`src/rtl/core/ssph_pkg.sv`:
```
// ============================================================================
// ssph_pkg: shared types and constants for the six-step position hold core
// Field widths, register indexes, command codes and the control bundles that
// pass between the controller and the datapath.
// ============================================================================
`default_nettype none

package ssph_pkg;

    // Motor and field widths
    localparam int POLE_PAIRS  = 7;
    localparam int ENC_W       = 16;
    localparam int CMD_W       = 8;
    localparam int DUTY_W      = 7;
    localparam int POS_W       = 32;
    localparam int OFFS_W      = 9;
    localparam int HOLD_W      = 17;

    // Stream widths (fields packed from bit 0, padded to whole bytes)
    localparam int IN_TDATA_W  = 24;
    localparam int OUT_TDATA_W = 56;

    // Configuration port
    localparam int CFG_ADDR_W  = 2;
    localparam int CFG_DATA_W  = 17;
    localparam logic [CFG_ADDR_W-1:0] CFG_OFFSET     = 2'd0;
    localparam logic [CFG_ADDR_W-1:0] CFG_HOLD_UPPER = 2'd1;
    localparam logic [CFG_ADDR_W-1:0] CFG_HOLD_LOWER = 2'd2;

    // Command codes
    localparam logic [CMD_W-1:0] CMD_STANDBY  = 8'd0;
    localparam logic [CMD_W-1:0] CMD_HOLD_MAX = 8'd8;
    localparam logic [CMD_W-1:0] CMD_OPEN     = 8'd9;

    // Filter sum and the serial divide-by-100 unit (one nibble per step)
    localparam int SUM_W       = 40;
    localparam int DIV_STEPS   = SUM_W / 4;
    localparam int DIV_CNT_W   = $clog2(DIV_STEPS + 1);

    // Strobes from the controller, one per datapath step
    typedef struct packed {
        logic load;     // capture the accepted request
        logic scale;    // encoder word to scaled product, 99 * smoothed
        logic angle;    // angle mod 36000, angle / 100 product
        logic wrap;     // turn accumulator, biased electrical angle
        logic sum;      // filter sum, mod 360 product
        logic elec;     // electrical angle, start divider
        logic filt;     // saturate the filtered position
        logic cmp;      // deadband tests and sectors
        logic mag;      // deadband distance / 100 product
        logic commit;   // update state and load the result register
    } t_dp_cmd;

    typedef struct packed {
        logic div_done; // divider quotient is final
        logic out_free; // result register can take a new result
    } t_dp_status;

endpackage

`default_nettype wire

```
`src/rtl/core/ssph_div100.sv`:
```
// ============================================================================
// ssph_div100: serial unsigned divide by 100
// Long division one hex digit per cycle; the digit comes from a small
// reciprocal multiply on the running remainder.
// ============================================================================
`default_nettype none

module ssph_div100 (
    input  wire logic                       i_clk,
    input  wire logic                       i_rst_n,
    input  wire logic                       i_start,
    input  wire logic [ssph_pkg::SUM_W-1:0] i_num,
    output logic      [ssph_pkg::SUM_W-1:0] o_quo,
    output logic                            o_done
);
    import ssph_pkg::*;

    logic [DIV_CNT_W-1:0] r_cnt;
    logic                 r_done;
    logic [SUM_W-1:0]     r_num;
    logic [SUM_W-1:0]     r_quo;
    logic [6:0]           r_rem;

    logic [10:0]          w_x;
    logic [21:0]          w_prod;
    logic [3:0]           w_digit;
    logic [10:0]          w_sub;

    // Digit = x / 100 for x < 1600 via x * 1311 >> 17
    always_comb begin
        w_x     = {r_rem, r_num[SUM_W-1 -: 4]};
        w_prod  = 22'(w_x) * 22'd1311;
        w_digit = w_prod[20:17];
        w_sub   = w_x - 11'(w_digit) * 11'd100;
    end

    // Step counter and done pulse
    always_ff @(posedge i_clk) begin
        if (!i_rst_n) begin
            r_cnt  <= '0;
            r_done <= 1'b0;
        end else begin
            r_done <= 1'b0;
            if (i_start) begin
                r_cnt <= DIV_CNT_W'(DIV_STEPS);
            end else if (r_cnt != '0) begin
                r_cnt <= r_cnt - 1'b1;
                if (r_cnt == DIV_CNT_W'(1)) begin
                    r_done <= 1'b1;
                end
            end
        end
    end

    // Shift in numerator digits, shift out quotient digits
    always_ff @(posedge i_clk) begin
        if (i_start) begin
            r_num <= i_num;
            r_rem <= '0;
            r_quo <= '0;
        end else if (r_cnt != '0) begin
            r_num <= {r_num[SUM_W-5:0], 4'b0};
            r_rem <= w_sub[6:0];
            r_quo <= {r_quo[SUM_W-5:0], w_digit};
        end
    end

    assign o_quo  = r_quo;
    assign o_done = r_done;

endmodule

`default_nettype wire

```
`src/rtl/core/ssph_ctrl.sv`:
```
// ============================================================================
// ssph_ctrl: sequencer for the position hold datapath
// Walks one request through the datapath steps and waits on the divider and
// on the result register.
// ============================================================================
`default_nettype none

module ssph_ctrl (
    input  wire logic                 i_clk,
    input  wire logic                 i_rst_n,
    input  wire logic                 i_in_valid,
    output logic                      o_in_ready,
    input  wire ssph_pkg::t_dp_status i_status,
    output ssph_pkg::t_dp_cmd         o_cmd
);
    import ssph_pkg::*;

    localparam logic [3:0] ST_IDLE   = 4'd0;
    localparam logic [3:0] ST_SCALE  = 4'd1;
    localparam logic [3:0] ST_ANGLE  = 4'd2;
    localparam logic [3:0] ST_WRAP   = 4'd3;
    localparam logic [3:0] ST_SUM    = 4'd4;
    localparam logic [3:0] ST_ELEC   = 4'd5;
    localparam logic [3:0] ST_DIV    = 4'd6;
    localparam logic [3:0] ST_FILT   = 4'd7;
    localparam logic [3:0] ST_CMP    = 4'd8;
    localparam logic [3:0] ST_MAG    = 4'd9;
    localparam logic [3:0] ST_COMMIT = 4'd10;

    logic [3:0] r_state;
    logic [3:0] n_state;

    // Next state and step strobes
    always_comb begin
        n_state = r_state;
        o_cmd   = '0;
        unique case (r_state)
            ST_IDLE: begin
                if (i_in_valid) begin
                    o_cmd.load = 1'b1;
                    n_state    = ST_SCALE;
                end
            end
            ST_SCALE: begin
                o_cmd.scale = 1'b1;
                n_state     = ST_ANGLE;
            end
            ST_ANGLE: begin
                o_cmd.angle = 1'b1;
                n_state     = ST_WRAP;
            end
            ST_WRAP: begin
                o_cmd.wrap = 1'b1;
                n_state    = ST_SUM;
            end
            ST_SUM: begin
                o_cmd.sum = 1'b1;
                n_state   = ST_ELEC;
            end
            ST_ELEC: begin
                o_cmd.elec = 1'b1;
                n_state    = ST_DIV;
            end
            ST_DIV: begin
                if (i_status.div_done) begin
                    n_state = ST_FILT;
                end
            end
            ST_FILT: begin
                o_cmd.filt = 1'b1;
                n_state    = ST_CMP;
            end
            ST_CMP: begin
                o_cmd.cmp = 1'b1;
                n_state   = ST_MAG;
            end
            ST_MAG: begin
                o_cmd.mag = 1'b1;
                n_state   = ST_COMMIT;
            end
            ST_COMMIT: begin
                if (i_status.out_free) begin
                    o_cmd.commit = 1'b1;
                    n_state      = ST_IDLE;
                end
            end
            default: begin
                n_state = ST_IDLE;
            end
        endcase
    end

    always_ff @(posedge i_clk) begin
        if (!i_rst_n) begin
            r_state <= ST_IDLE;
        end else begin
            r_state <= n_state;
        end
    end

    assign o_in_ready = (r_state == ST_IDLE);

endmodule

`default_nettype wire

```
`src/rtl/core/ssph_datapath.sv`:
```
// ============================================================================
// ssph_datapath: angle scaling, filter, hold logic and result register
// Holds the configuration, the motor state and the working registers that
// the controller steps through.
// ============================================================================
`default_nettype none

module ssph_datapath (
    input  wire logic                            i_clk,
    input  wire logic                            i_rst_n,
    input  wire ssph_pkg::t_dp_cmd               i_cmd,
    output ssph_pkg::t_dp_status                 o_status,
    input  wire logic [ssph_pkg::IN_TDATA_W-1:0] i_in_data,
    input  wire logic                            i_cfg_we,
    input  wire logic [ssph_pkg::CFG_ADDR_W-1:0] i_cfg_addr,
    input  wire logic [ssph_pkg::CFG_DATA_W-1:0] i_cfg_data,
    output logic                                 o_out_valid,
    input  wire logic                            i_out_ready,
    output logic [ssph_pkg::OUT_TDATA_W-1:0]     o_out_data
);
    import ssph_pkg::*;

    // Biased electrical angle: angle/100 * pole pairs + 720 - offset
    localparam int ELEC_BIAS = 720;
    localparam int ELEC_MAX  = 899 * POLE_PAIRS + ELEC_BIAS;
    localparam int ELEC_W    = $clog2(ELEC_MAX + 1);

    // Six-step sector from electrical angle plus a fixed lead
    function automatic logic [2:0] f_sector(input logic [8:0] e, input logic [8:0] lead);
        logic [9:0] v;
        logic [2:0] s;
        v = {1'b0, e} + {1'b0, lead};
        if (v >= 10'd360) begin
            v = v - 10'd360;
        end
        if (v < 10'd60) begin
            s = 3'd0;
        end else if (v < 10'd120) begin
            s = 3'd1;
        end else if (v < 10'd180) begin
            s = 3'd2;
        end else if (v < 10'd240) begin
            s = 3'd3;
        end else if (v < 10'd300) begin
            s = 3'd4;
        end else begin
            s = 3'd5;
        end
        return s;
    endfunction

    // Configuration registers
    logic [OFFS_W-1:0]        r_offset;
    logic [HOLD_W-1:0]        r_hold_up;
    logic [HOLD_W-1:0]        r_hold_lo;

    // Motor state
    logic [31:0]              r_acc;
    logic signed [POS_W-1:0]  r_smooth;
    logic [15:0]              r_prev;
    logic [2:0]               r_sector;
    logic [DUTY_W-1:0]        r_mag;
    logic                     r_en;

    // Working registers
    logic [ENC_W-1:0]         r_word;
    logic [CMD_W-1:0]         r_cmd;
    logic [27:0]              r_prod_a;
    logic signed [SUM_W-1:0]  r_mul99;
    logic [34:0]              r_prod_q;
    logic [15:0]              r_angle_m;
    logic [ELEC_W-1:0]        r_eraw;
    logic [ELEC_W+15:0]       r_prod_e;
    logic [8:0]               r_e;
    logic signed [SUM_W-1:0]  r_sum;
    logic                     r_neg;
    logic signed [POS_W-1:0]  r_filt;
    logic                     r_up;
    logic                     r_lo;
    logic [32:0]              r_d;
    logic [2:0]               r_sec_up;
    logic [2:0]               r_sec_lo;
    logic                     r_big;
    logic [26:0]              r_prod_m;

    // Result register
    logic                     r_out_valid;
    logic [OUT_TDATA_W-1:0]   r_out_data;

    // Combinational helpers
    logic [17:0]              w_angle;
    logic [15:0]              w_angle_m;
    logic [31:0]              w_acc;
    logic [9:0]               w_q100;
    logic [SUM_W-1:0]         w_abs;
    logic [SUM_W-1:0]         w_quo;
    logic                     w_div_done;
    logic [ELEC_W-1:0]        w_q360;
    logic [ELEC_W-1:0]        w_e;
    logic signed [POS_W:0]    w_filt_x;
    logic [DUTY_W-1:0]        w_cap;
    logic [DUTY_W-1:0]        w_qm;
    logic [DUTY_W-1:0]        w_hmag;
    logic                     w_hold;
    logic [2:0]               n_sector;
    logic [DUTY_W-1:0]        n_mag;
    logic                     n_en;
    logic [DUTY_W-1:0]        w_du;
    logic [DUTY_W-1:0]        w_dv;
    logic [DUTY_W-1:0]        w_dw;

    // Angle in hundredths of a degree, reduced to one turn
    always_comb begin
        w_angle = r_prod_a[27:10];
        if (w_angle >= 18'd72000) begin
            w_angle_m = 16'(w_angle - 18'd72000);
        end else if (w_angle >= 18'd36000) begin
            w_angle_m = 16'(w_angle - 18'd36000);
        end else begin
            w_angle_m = w_angle[15:0];
        end
    end

    // Wrap detection on the reduced angle
    always_comb begin
        w_acc = r_acc;
        if (r_prev < 16'd9000 && r_angle_m > 16'd27000) begin
            w_acc = r_acc - 32'd36000;
        end else if (r_angle_m < 16'd9000 && r_prev > 16'd27000) begin
            w_acc = r_acc + 32'd36000;
        end
    end

    // Electrical angle: biased value minus quotient times 360
    always_comb begin
        w_q100 = r_prod_q[32:23];
        w_q360 = ELEC_W'(r_prod_e[ELEC_W+15:24]);
        w_e    = r_eraw - ELEC_W'(w_q360 * ELEC_W'(360));
    end

    // Magnitude of the filter sum for the divider
    assign w_abs = r_sum[SUM_W-1] ? SUM_W'(-r_sum) : SUM_W'(r_sum);

    ssph_div100 u_div (
        .i_clk   (i_clk),
        .i_rst_n (i_rst_n),
        .i_start (i_cmd.elec),
        .i_num   (w_abs),
        .o_quo   (w_quo),
        .o_done  (w_div_done)
    );

    // Quotient with sign restored; the filter step saturates it to 32 bits
    always_comb begin
        w_filt_x = r_neg ? -$signed({1'b0, w_quo[POS_W-1:0]})
                         : $signed({1'b0, w_quo[POS_W-1:0]});
    end

    // Hold magnitude: deadband distance / 100, capped at command * 10
    always_comb begin
        w_cap  = DUTY_W'(r_cmd[3:0]) * DUTY_W'(10);
        w_qm   = r_prod_m[26:20];
        w_hold = (r_cmd != CMD_STANDBY) && (r_cmd <= CMD_HOLD_MAX);
        if (!(r_up || r_lo)) begin
            w_hmag = '0;
        end else if (r_big || (w_qm > w_cap)) begin
            w_hmag = w_cap;
        end else begin
            w_hmag = w_qm;
        end
    end

    // Next sector, magnitude and enable by command
    always_comb begin
        n_sector = r_sector;
        n_mag    = r_mag;
        n_en     = r_en;
        if (r_cmd == CMD_STANDBY) begin
            n_en = 1'b0;
        end else if (w_hold) begin
            n_en  = 1'b1;
            n_mag = w_hmag;
            if (r_up) begin
                n_sector = r_sec_up;
            end else if (r_lo) begin
                n_sector = r_sec_lo;
            end
        end else if (r_cmd == CMD_OPEN) begin
            n_en     = 1'b1;
            n_sector = r_sec_lo;
        end
    end

    // Six-step phase table
    always_comb begin
        w_du = '0;
        w_dv = '0;
        w_dw = '0;
        case (n_sector)
            3'd0: begin
                w_du = n_mag;
            end
            3'd1: begin
                w_du = n_mag;
                w_dv = n_mag;
            end
            3'd2: begin
                w_dv = n_mag;
            end
            3'd3: begin
                w_dv = n_mag;
                w_dw = n_mag;
            end
            3'd4: begin
                w_dw = n_mag;
            end
            3'd5: begin
                w_du = n_mag;
                w_dw = n_mag;
            end
            default: begin
                w_du = '0;
            end
        endcase
    end

    // Configuration writes
    always_ff @(posedge i_clk) begin
        if (!i_rst_n) begin
            r_offset  <= '0;
            r_hold_up <= HOLD_W'(36500);
            r_hold_lo <= HOLD_W'(35500);
        end else if (i_cfg_we) begin
            unique case (i_cfg_addr)
                CFG_OFFSET:     r_offset  <= i_cfg_data[OFFS_W-1:0];
                CFG_HOLD_UPPER: r_hold_up <= i_cfg_data[HOLD_W-1:0];
                CFG_HOLD_LOWER: r_hold_lo <= i_cfg_data[HOLD_W-1:0];
                default: begin
                    r_offset <= r_offset;
                end
            endcase
        end
    end

    // Motor state: advance on commit
    always_ff @(posedge i_clk) begin
        if (!i_rst_n) begin
            r_acc    <= '0;
            r_smooth <= '0;
            r_prev   <= '0;
            r_sector <= '0;
            r_mag    <= DUTY_W'(20);
            r_en     <= 1'b1;
        end else if (i_cmd.commit) begin
            r_acc    <= w_acc;
            r_smooth <= r_filt;
            r_prev   <= r_angle_m;
            r_sector <= n_sector;
            r_mag    <= n_mag;
            r_en     <= n_en;
        end
    end

    // Working registers, one group per step
    always_ff @(posedge i_clk) begin
        if (i_cmd.load) begin
            r_word <= i_in_data[ENC_W-1:0];
            r_cmd  <= i_in_data[ENC_W +: CMD_W];
        end
        if (i_cmd.scale) begin
            r_prod_a <= 28'({1'b0, r_word} + 17'd16384) * 28'd1125;
            r_mul99  <= SUM_W'(r_smooth) * SUM_W'(99);
        end
        if (i_cmd.angle) begin
            r_angle_m <= w_angle_m;
            r_prod_q  <= 35'(w_angle) * 35'd83887;
        end
        if (i_cmd.wrap) begin
            r_eraw <= ELEC_W'(w_q100) * ELEC_W'(POLE_PAIRS) + ELEC_W'(ELEC_BIAS)
                      - ELEC_W'(r_offset);
        end
        if (i_cmd.sum) begin
            r_sum    <= r_mul99 + $signed({24'b0, r_angle_m})
                        + SUM_W'($signed(w_acc));
            r_prod_e <= (ELEC_W+16)'(r_eraw) * (ELEC_W+16)'(46604);
        end
        if (i_cmd.elec) begin
            r_e   <= w_e[8:0];
            r_neg <= r_sum[SUM_W-1];
        end
        if (i_cmd.filt) begin
            if (!r_neg && (w_quo > SUM_W'(32'h7FFF_FFFF))) begin
                r_filt <= 32'sh7FFF_FFFF;
            end else if (r_neg && (w_quo > SUM_W'(33'h0_8000_0000))) begin
                r_filt <= 32'sh8000_0000;
            end else begin
                r_filt <= w_filt_x[POS_W-1:0];
            end
        end
        if (i_cmd.cmp) begin
            r_up     <= r_filt > $signed({15'b0, r_hold_up});
            r_lo     <= r_filt < $signed({15'b0, r_hold_lo});
            r_sec_up <= f_sector(r_e, 9'd300);
            r_sec_lo <= f_sector(r_e, 9'd120);
            if (r_filt > $signed({15'b0, r_hold_up})) begin
                r_d <= 33'($signed({r_filt[POS_W-1], r_filt}) - $signed({16'b0, r_hold_up}));
            end else begin
                r_d <= 33'($signed({16'b0, r_hold_lo}) - $signed({r_filt[POS_W-1], r_filt}));
            end
        end
        if (i_cmd.mag) begin
            r_big    <= r_d >= 33'd8100;
            r_prod_m <= 27'(r_d[12:0]) * 27'd10486;
        end
    end

    // Result register: load on commit, drop when taken
    always_ff @(posedge i_clk) begin
        if (!i_rst_n) begin
            r_out_valid <= 1'b0;
        end else if (i_cmd.commit) begin
            r_out_valid <= 1'b1;
        end else if (i_out_ready) begin
            r_out_valid <= 1'b0;
        end
    end

    always_ff @(posedge i_clk) begin
        if (i_cmd.commit) begin
            r_out_data <= {2'b0, r_filt, n_en, w_dw, w_dv, w_du};
        end
    end

    assign o_status.div_done = w_div_done;
    assign o_status.out_free = !r_out_valid || i_out_ready;
    assign o_out_valid       = r_out_valid;
    assign o_out_data        = r_out_data;

endmodule

`default_nettype wire

```
`src/rtl/core/sensored_six_step_position_hold_core.sv`:
```
// ============================================================================
// sensored_six_step_position_hold_core: encoder-driven six-step position hold
// Scales each encoder sample to an angle, tracks turns, low-pass filters the
// position and drives three phase duties from a six-step table.
//
//   channel   dir  handshake                      payload
//   s_axis    in   s_axis_tvalid / s_axis_tready  encoder word, command
//   m_axis    out  m_axis_tvalid / m_axis_tready  duties, enable, position
//   cfg       in   i_cfg_valid / o_cfg_ready      register index, value
//
// A request runs through the scale, angle, wrap, sum, electrical, divide,
// filter, compare, magnitude and commit steps, and the next request is taken
// only once the core is back in idle; the serial divide-by-100 of the filter
// sum (one hex digit per step) is the longest part. A stalled result holds
// in the output register while the next request runs; commit waits until
// that register is free. Reset is synchronous and needs no clearing pass.
// Configuration is always ready.
// ============================================================================
`default_nettype none

module sensored_six_step_position_hold_core (
    input  wire logic                             i_clk,
    input  wire logic                             i_rst_n,
    input  wire logic                             s_axis_tvalid,
    output logic                                  s_axis_tready,
    // [15:0] encoder_word, [23:16] command
    input  wire logic [ssph_pkg::IN_TDATA_W-1:0]  s_axis_tdata,
    output logic                                  m_axis_tvalid,
    input  wire logic                             m_axis_tready,
    // [6:0] duty_u, [13:7] duty_v, [20:14] duty_w, [21] drive_enable,
    // [53:22] filtered_position, [55:54] zero
    output logic      [ssph_pkg::OUT_TDATA_W-1:0] m_axis_tdata,
    input  wire logic                             i_cfg_valid,
    output logic                                  o_cfg_ready,
    input  wire logic [ssph_pkg::CFG_ADDR_W-1:0]  i_cfg_addr,
    input  wire logic [ssph_pkg::CFG_DATA_W-1:0]  i_cfg_data
);
    import ssph_pkg::*;

    t_dp_cmd    w_cmd;
    t_dp_status w_status;

    assign o_cfg_ready = 1'b1;

    ssph_ctrl u_ctrl (
        .i_clk      (i_clk),
        .i_rst_n    (i_rst_n),
        .i_in_valid (s_axis_tvalid),
        .o_in_ready (s_axis_tready),
        .i_status   (w_status),
        .o_cmd      (w_cmd)
    );

    ssph_datapath u_dp (
        .i_clk       (i_clk),
        .i_rst_n     (i_rst_n),
        .i_cmd       (w_cmd),
        .o_status    (w_status),
        .i_in_data   (s_axis_tdata),
        .i_cfg_we    (i_cfg_valid && o_cfg_ready),
        .i_cfg_addr  (i_cfg_addr),
        .i_cfg_data  (i_cfg_data),
        .o_out_valid (m_axis_tvalid),
        .i_out_ready (m_axis_tready),
        .o_out_data  (m_axis_tdata)
    );

    // One request in flight: no acceptance right after an acceptance
    a_one_in_flight: assert property (@(posedge i_clk) disable iff (!i_rst_n)
        (s_axis_tvalid && s_axis_tready) |=> !s_axis_tready)
        else $error("request accepted while another is in flight");

    // Six-step output never drives all three phases
    a_six_step: assert property (@(posedge i_clk) disable iff (!i_rst_n)
        m_axis_tvalid |-> (m_axis_tdata[6:0] == 7'd0 || m_axis_tdata[13:7] == 7'd0
                           || m_axis_tdata[20:14] == 7'd0))
        else $error("all three phases driven");

    // A new result appears only after a commit
    a_result_from_commit: assert property (@(posedge i_clk) disable iff (!i_rst_n)
        $rose(m_axis_tvalid) |-> $past(w_cmd.commit))
        else $error("result without commit");

    // Commit never overwrites a result that is still waiting
    a_no_overwrite: assert property (@(posedge i_clk) disable iff (!i_rst_n)
        w_cmd.commit |-> (!m_axis_tvalid || m_axis_tready))
        else $error("result overwritten");

endmodule

`default_nettype wire

```
`config.mk`:
```
export PLATFORM = sky130hd
export DESIGN_NAME = sensored_six_step_position_hold_core
export DESIGN_NICKNAME = d
export VERILOG_FILES = /design/src/rtl/core/ssph_pkg.sv /design/src/rtl/core/ssph_div100.sv /design/src/rtl/core/ssph_ctrl.sv /design/src/rtl/core/ssph_datapath.sv /design/src/rtl/core/sensored_six_step_position_hold_core.sv
export SDC_FILE = /design/constraint.sdc
export NUM_CORES = 2
export LEC_CHECK = 0
export ABC_AREA = 1
export BUFFER_PORTS_ARGS = -buffer_cell sky130_fd_sc_hd__buf_2
export CAP_MARGIN = 20
export CORE_MARGIN = 2
export CORE_UTILIZATION = 45
export CTS_BUF_LIST = sky130_fd_sc_hd__clkbuf_4
export DETAILED_ROUTE_END_ITERATION = 8
export PLACE_DENSITY = 0.66
export SYNTH_ARGS = -nofsm -noshare
export SYNTH_HDL_FRONTEND = slang
export SYNTH_SLANG_ARGS = --single-unit
```
`constraint.sdc`:
```
create_clock -name i_clk -period 5.5 [get_ports i_clk]
set_input_delay 0 -clock i_clk [delete_from_list [all_inputs] [get_ports i_clk]]
set_output_delay 0 -clock i_clk [all_outputs]
set_load 0.03 [all_outputs]
```
Word level (Yosys, flattened, before mapping)
Index checks and enable logic that the tools add are counted.
{"block": "word_totals", "regBits": 616, "inputBits": 48}
{"block": "classes", "add_sub_neg": 20, "n_mul": 10, "n_lt_le_gt_ge": 25, "n_eq_ne": 22, "mux": 55, "bitwise_logic": 2, "n_reduce_logical": 31}
{"operator": "32-bit two-way mux", "count": 4}
{"operator": "40-bit two-way mux", "count": 3}
{"operator": "4-bit case mux with 11 select lines", "count": 1}
{"operator": "40-bit by 17-bit adder with 40-bit output", "count": 1}
{"operator": "40-bit by 32-bit adder with 40-bit output", "count": 1}
{"operator": "40-bit by 31-bit greater-than comparator with 1-bit output (second input constant)", "count": 1}
{"operator": "40-bit by 32-bit greater-than comparator with 1-bit output (second input constant)", "count": 1}
{"operator": "10-bit by 8-bit < comparator with 1-bit output (second input constant)", "count": 4}
{"operator": "32-bit by 8-bit multiplier with 40-bit output (second input constant)", "count": 1}
{"operator": "10-bit two-way mux", "count": 4}
{"operator": "40-bit negator", "count": 1}
{"operator": "33-bit by 13-bit greater-or-equal comparator with 1-bit output (second input constant)", "count": 1}
{"operator": "18-bit by 17-bit multiplier with 33-bit output (second input constant)", "count": 1}
{"operator": "33-bit two-way mux", "count": 1}
{"operator": "18-bit by 32-bit subtractor with 33-bit output", "count": 1}
{"operator": "32-bit by 18-bit subtractor with 33-bit output", "count": 1}
{"operator": "32-bit by 16-bit adder with 32-bit output (second input constant)", "count": 1}
{"operator": "16-bit by 15-bit greater-than comparator with 1-bit output (second input constant)", "count": 2}
{"operator": "32-bit by 18-bit greater-than comparator with 1-bit output", "count": 1}
{"operator": "16-bit by 14-bit < comparator with 1-bit output (second input constant)", "count": 2}
{"operator": "32-bit by 18-bit < comparator with 1-bit output", "count": 1}
{"operator": "16-bit two-way mux", "count": 2}
{"operator": "32-bit negator", "count": 1}
{"operator": "32-bit by 16-bit subtractor with 32-bit output (second input constant)", "count": 1}
{"operator": "other kinds (60)", "count": 127}

Logic depth before layout (Yosys ltp)
{"block": "depth", "word_depth": 9, "depth_mapped": 35, "depth_no_buf": 35}

By module
A second synthesis with hierarchy kept.
{"block": "hier_totals", "hier_cells": 6563, "area_unflattened_um2": 54688.7}
{"module": "ssph_datapath", "instances": 1, "cells_each": 5813, "area_per_inst_um2": 48252.5}
{"module": "ssph_div100", "instances": 1, "cells_each": 694, "area_per_inst_um2": 6138.4}
{"module": "ssph_ctrl", "instances": 1, "cells_each": 54, "area_per_inst_um2": 286.5}
{"module": "sensored_six_step_position_hold_core", "instances": 1, "cells_each": 2, "area_per_inst_um2": 11.3}

Worst setup path after synthesis
No wires, ideal clock.
{"block": "synth_timing", "path_type": "register -> register", "startpoint": "register u_dp.u_div.r_rem[0]", "endpoint": "register u_dp.u_div.r_rem[6]", "setup_ns": 0.109, "arrival_time_ns": 5.484, "required_time_ns": 5.391, "path_slack_ns": -0.093, "path_stages_with_launch": 32, "path_cell_list": "dfxtp_1 inv_1 fa_1 inv_1 ha_1 inv_1 fa_1 fa_1 fa_1 inv_1 ha_1 nand2_1 nor2_1 a211oi_1 o21ai_0 nand3_1 nor2_1 o21ai_0 nand3_1 nor2_1 nor2_1 ha_1 inv_1 ha_1 nand2_1 nor2_1 a211oi_1 xor3_1 nand2_1 nand3_1 nand2_1 inv_1"}
{"block": "synth_via", "elab_chain_cells": 3}
{"item": "start: declaration", "line_no": "ssph_div100.sv:22", "source": "logic [6:0] r_rem;"}
{"item": "start signal: assignment", "line_no": "ssph_div100.sv:63", "source": "r_rem <= w_sub[6:0];"}
{"item": "11-bit by 11-bit multiplier with 21-bit output", "line_no": "ssph_div100.sv:32", "source": "w_prod = 22'(w_x) * 22'd1311;"}
{"item": "via u_dp.u_div.w_prod[20]", "line_no": "ssph_div100.sv:25", "source": "logic [21:0] w_prod;"}
{"item": "4-bit by 5-bit multiplier with 5-bit output", "line_no": "ssph_div100.sv:34", "source": "w_sub = w_x - 11'(w_digit) * 11'd100;"}
{"item": "7-bit subtractor", "line_no": "ssph_div100.sv:34"}
The timed path passes the listed nets, and every way through them passes these cells.
A chain may end at the register's enable or synchronous reset.

Final worst setup path
{"block": "layout_timing", "startpoint": "register u_dp.u_div.r_rem[4]", "endpoint": "register u_dp.u_div.r_rem[6]"}
Same word-level chain as after synthesis.

==> impl_results.md <==
- Drt wl/cell: 16.84 µm
- Final net count: between 7k and 8k
- Clock sinks: 537
- Synth Instances: between 6k and 7k
- Sum of negative setup slack: -140.8 ps
- Initial detailed-routing violation count: 2,798
- Seq/Total Area, Yosys: between 20% and 30%
- Initial Utilization: between 40 and 50%
- Final Non-Filler Cells: a little over 8k
- Status: complete, but fails checks
- Initial antenna violation count: 6
- Max-slew headroom: between 20% and 30%
- CORE AREA: 118,100 µm²
- Via count: between 40k and 50k
- Fin. max-slew vios: 0
- Row count: ~130
- CP max-delay cell: fa_1
- Fillers: between 10k and 15k
- Antenna viol nets, final: 0
- Reg area: between 10,000 and 15,000 µm²
- Ys Warns: 0
- Fin worst setup slack: -140.8 ps
- Adder-cell share of the synthesized area: about a third
- Post-synthesis async set-or-reset flop share: 0%
- Number of I/O pins: roughly 110
- Multiplexer area fraction after synthesis: less than 1%
- Post-DP HPWL: approximately 110,000 µm
- Largest family of logic cells by synthesized area: adder cells
- Vias in the first global route: 42.60k
- Worst hold path type: in2reg
- CTS tree: built
- First-pass GRT wire length: between 200,000 and 250,000 µm
- Synth Area in Compound Gates: ~10%
- Number of synthesized flops with an enable pin: 351
- Area Growth Syn to Fin: 11.81%
- Mean post-synth cell area: around 8.5 µm²
- Post-Place Cells: roughly 7.9k
- Chip Width: roughly 350 µm
- Via density: about 5.2
- Crit-path max FO: 3
- Distinct cells, synth: 70
- Final GP Congestion: between 0.9 and 1
- Htree depth: 4
- Reg clk slew, reported paths: 70 ps
- Worst Skew: ~59 ps
- Fmax: about 0.18 GHz
- Total grt overflow: 0
- Root Buffer: clkbuf_4
- Tcrit/Tclk final: 102.6%
- Pre-CTS setup slack: -292.0 ps
- Failing checks: setup timing
- Utilization after layout: a little over 50%
- Worst reg2reg setup slack: -140 ps
- # DRC: 0
- CP endpoint kind: register
- Yosys reg bits: 537
- Post-Synth XOR/XNOR Area: 4.977%
- DR pass1 iterations: 7
- Die area: 121,900 µm²
- Post-Route WL: 139,900 µm
- Startpoint Class: register
- Final hold viol count: 0
- Worst-Margin Slew: around 1100 ps
- Layout cell share with drive strength beyond 1: 9.192%
- Synth Area in Simple Gates: approximately 14%
- Minimum clock period: 5641 ps
- Netlist Area Pre-Place: about 54,000 µm²
- Pin count of the biggest net entering global routing: 189
- Final setup violation count: 1
- Top FF cell, synth: edfxtp_1
- Quantity of I/O buffers inserted on ports: ~100
- Overall Global Routing Usage: approximately 23%
- Die height: between 300 and 400 µm
- Crit Path Category: reg2reg
- RSZ-0062 raised after global routing: yes
- Clk_lat worst skew: 1100 ps
- Clock Path Buffers: 3
- Max cap viols: 0
- Worst EP required: ~6500 ps
- Area of the multi-input gates: between 30,000 and 40,000 µm²
- Arrival @ worst endpoint: 6620 ps
- Crit-path max cell delay: around 540 ps
- CTS Buf Count: 147
## cell usage after synthesis (all sizes together), types with 56 or more instances
cell type | number | share of area, %
inv | 1374 | 9.6
nand2 | 918 | 6.5
ha | 815 | 19
nor2 | 473 | 3.4
fa | 393 | 15
o21ai | 391 | 3.7
a21oi | 388 | 3.7
edfxtp | 351 | 20
xor2 | 229 | 3.8
nand3 | 195 | 1.9
dfxtp | 186 | 6.9
xnor2 | 70 | 1.1
nor3 | 60 | 0.63
clkbuf | 57 | 0.40
nand4 | 56 | 0.65
## layout make-up
cell class	instances	area share, %
antenna	8	0.03339
multi-input combinational	4266	56.86
clock inverter	40	0.5259
sequential	537	23.81
timing repair buffer	321	4.105
inverter	1377	8.630
tap	1536	3.206
clock buffer	226	2.830
## repair_timing
action | in CTS | in global routing
hold buffers | 110 | 1
resized for setup | 9 | 72
endpoints found under the hold margin | 174 | 1
endpoints found under the setup margin | 1 | 12
setup buffers | 0 | 19
pin swaps | 0 | 43
## final timing paths
check                           depth (start not counted)                   to                start
worst max-delay path                                   26  u_dp.u_div.r_rem[6]  u_dp.u_div.r_rem[4]
worst min-delay path                                    3    u_dp.r_hold_lo[3]              i_rst_n
worst max register to register                         26  u_dp.u_div.r_rem[6]  u_dp.u_div.r_rem[4]
worst min register to register                          2       u_dp.r_prev[0]       u_dp.r_prev[0]
## cell families after synthesis
| kind of cell | after synthesis |
|---|---|
| compound gates | 992 |
| xor+xnor | 300 |
| fa+ha+maj | 1208 |
| buf+inv | 1470 |
| flops | 537 |
| mux | 2 |
| other cells | 2 |
| simple gates | 1761 |
## sequential cells by signal, summed over array words and instances (netlist names), 17 cells and up
signal / count
u_dp.r_d: 33
u_dp.r_prod_a: 18
u_dp.r_acc: 27
u_dp.u_div.r_num: 40
u_dp.r_sum: 40
u_dp.r_filt: 32
u_dp.o_out_data: 54
u_dp.u_div.o_quo: 40
u_dp.r_hold_lo: 17
u_dp.r_smooth: 32
u_dp.r_hold_up: 17
u_dp.r_mul99: 40
## critical path: cells and delay by family (launching register included)
| family | cells | cell delay, ps |
|---|---|---|
| fa+ha+maj | 8 | 3130 |
| simple gates | 7 | 790 |
| xor+xnor | 2 | 600 |
| buf+inv | 7 | 530 |
| flops | 1 | 360 |
| compound gates | 2 | 130 |
## per-stage QoR
step                hold slack, ps  area, µm²
floorplan                    98.87      53630
global placement             176.6      56350
detailed placement           178.1      56350
CTS                          14.69      59500
global route                 88.27      59950
finish                       146.6      59950
## layer usage
| layer | global-route usage [%] | vias to the layer above | wire length, µm |
|---|---|---|---|
| met4 | 8.330 | 0 | 4540 |
| met2 | 37.62 | 1259 | 64500 |
| met5 | 0 | - | 0 |
| met3 | 3.603 | 268 | 8017 |
| met1 | 31.24 | 20210 | 62890 |
| li1 | - | 21110 | - |
## placed cells by master, fill, tap and decap left out, types with 11 or more instances in the layout
master,Yosys,layout
inv_1,1355,1339
nand2_1,900,897
ha_1,815,801
nor2_1,466,452
fa_1,393,389
a21oi_1,381,374
edfxtp_1,351,351
o21ai_0,353,346
xor2_1,227,226
clkbuf_4,0,226
nand3_1,184,182
dfxtp_1,186,180
dlygate4sd3_1,0,111
buf_2,20,103
buf_4,9,101
xnor2_1,70,70
nand4_1,56,56
nor3_1,55,53
o22ai_1,43,43
inv_2,19,34
o21ai_1,30,33
a31oi_1,33,33
o211ai_1,29,29
nor4_1,26,26
clkinv_1,3,25
a21o_1,23,23
nand2_2,16,19
o21bai_1,18,18
o31ai_1,17,17
a21oi_2,6,13
nand3_2,10,12
ha_4,0,12
nor2_2,5,11
o21ai_2,7,11
Power is left out: the tool's default activity adds up to more than one toggle a clock period on the data nets, which glitch-free logic cannot reach.
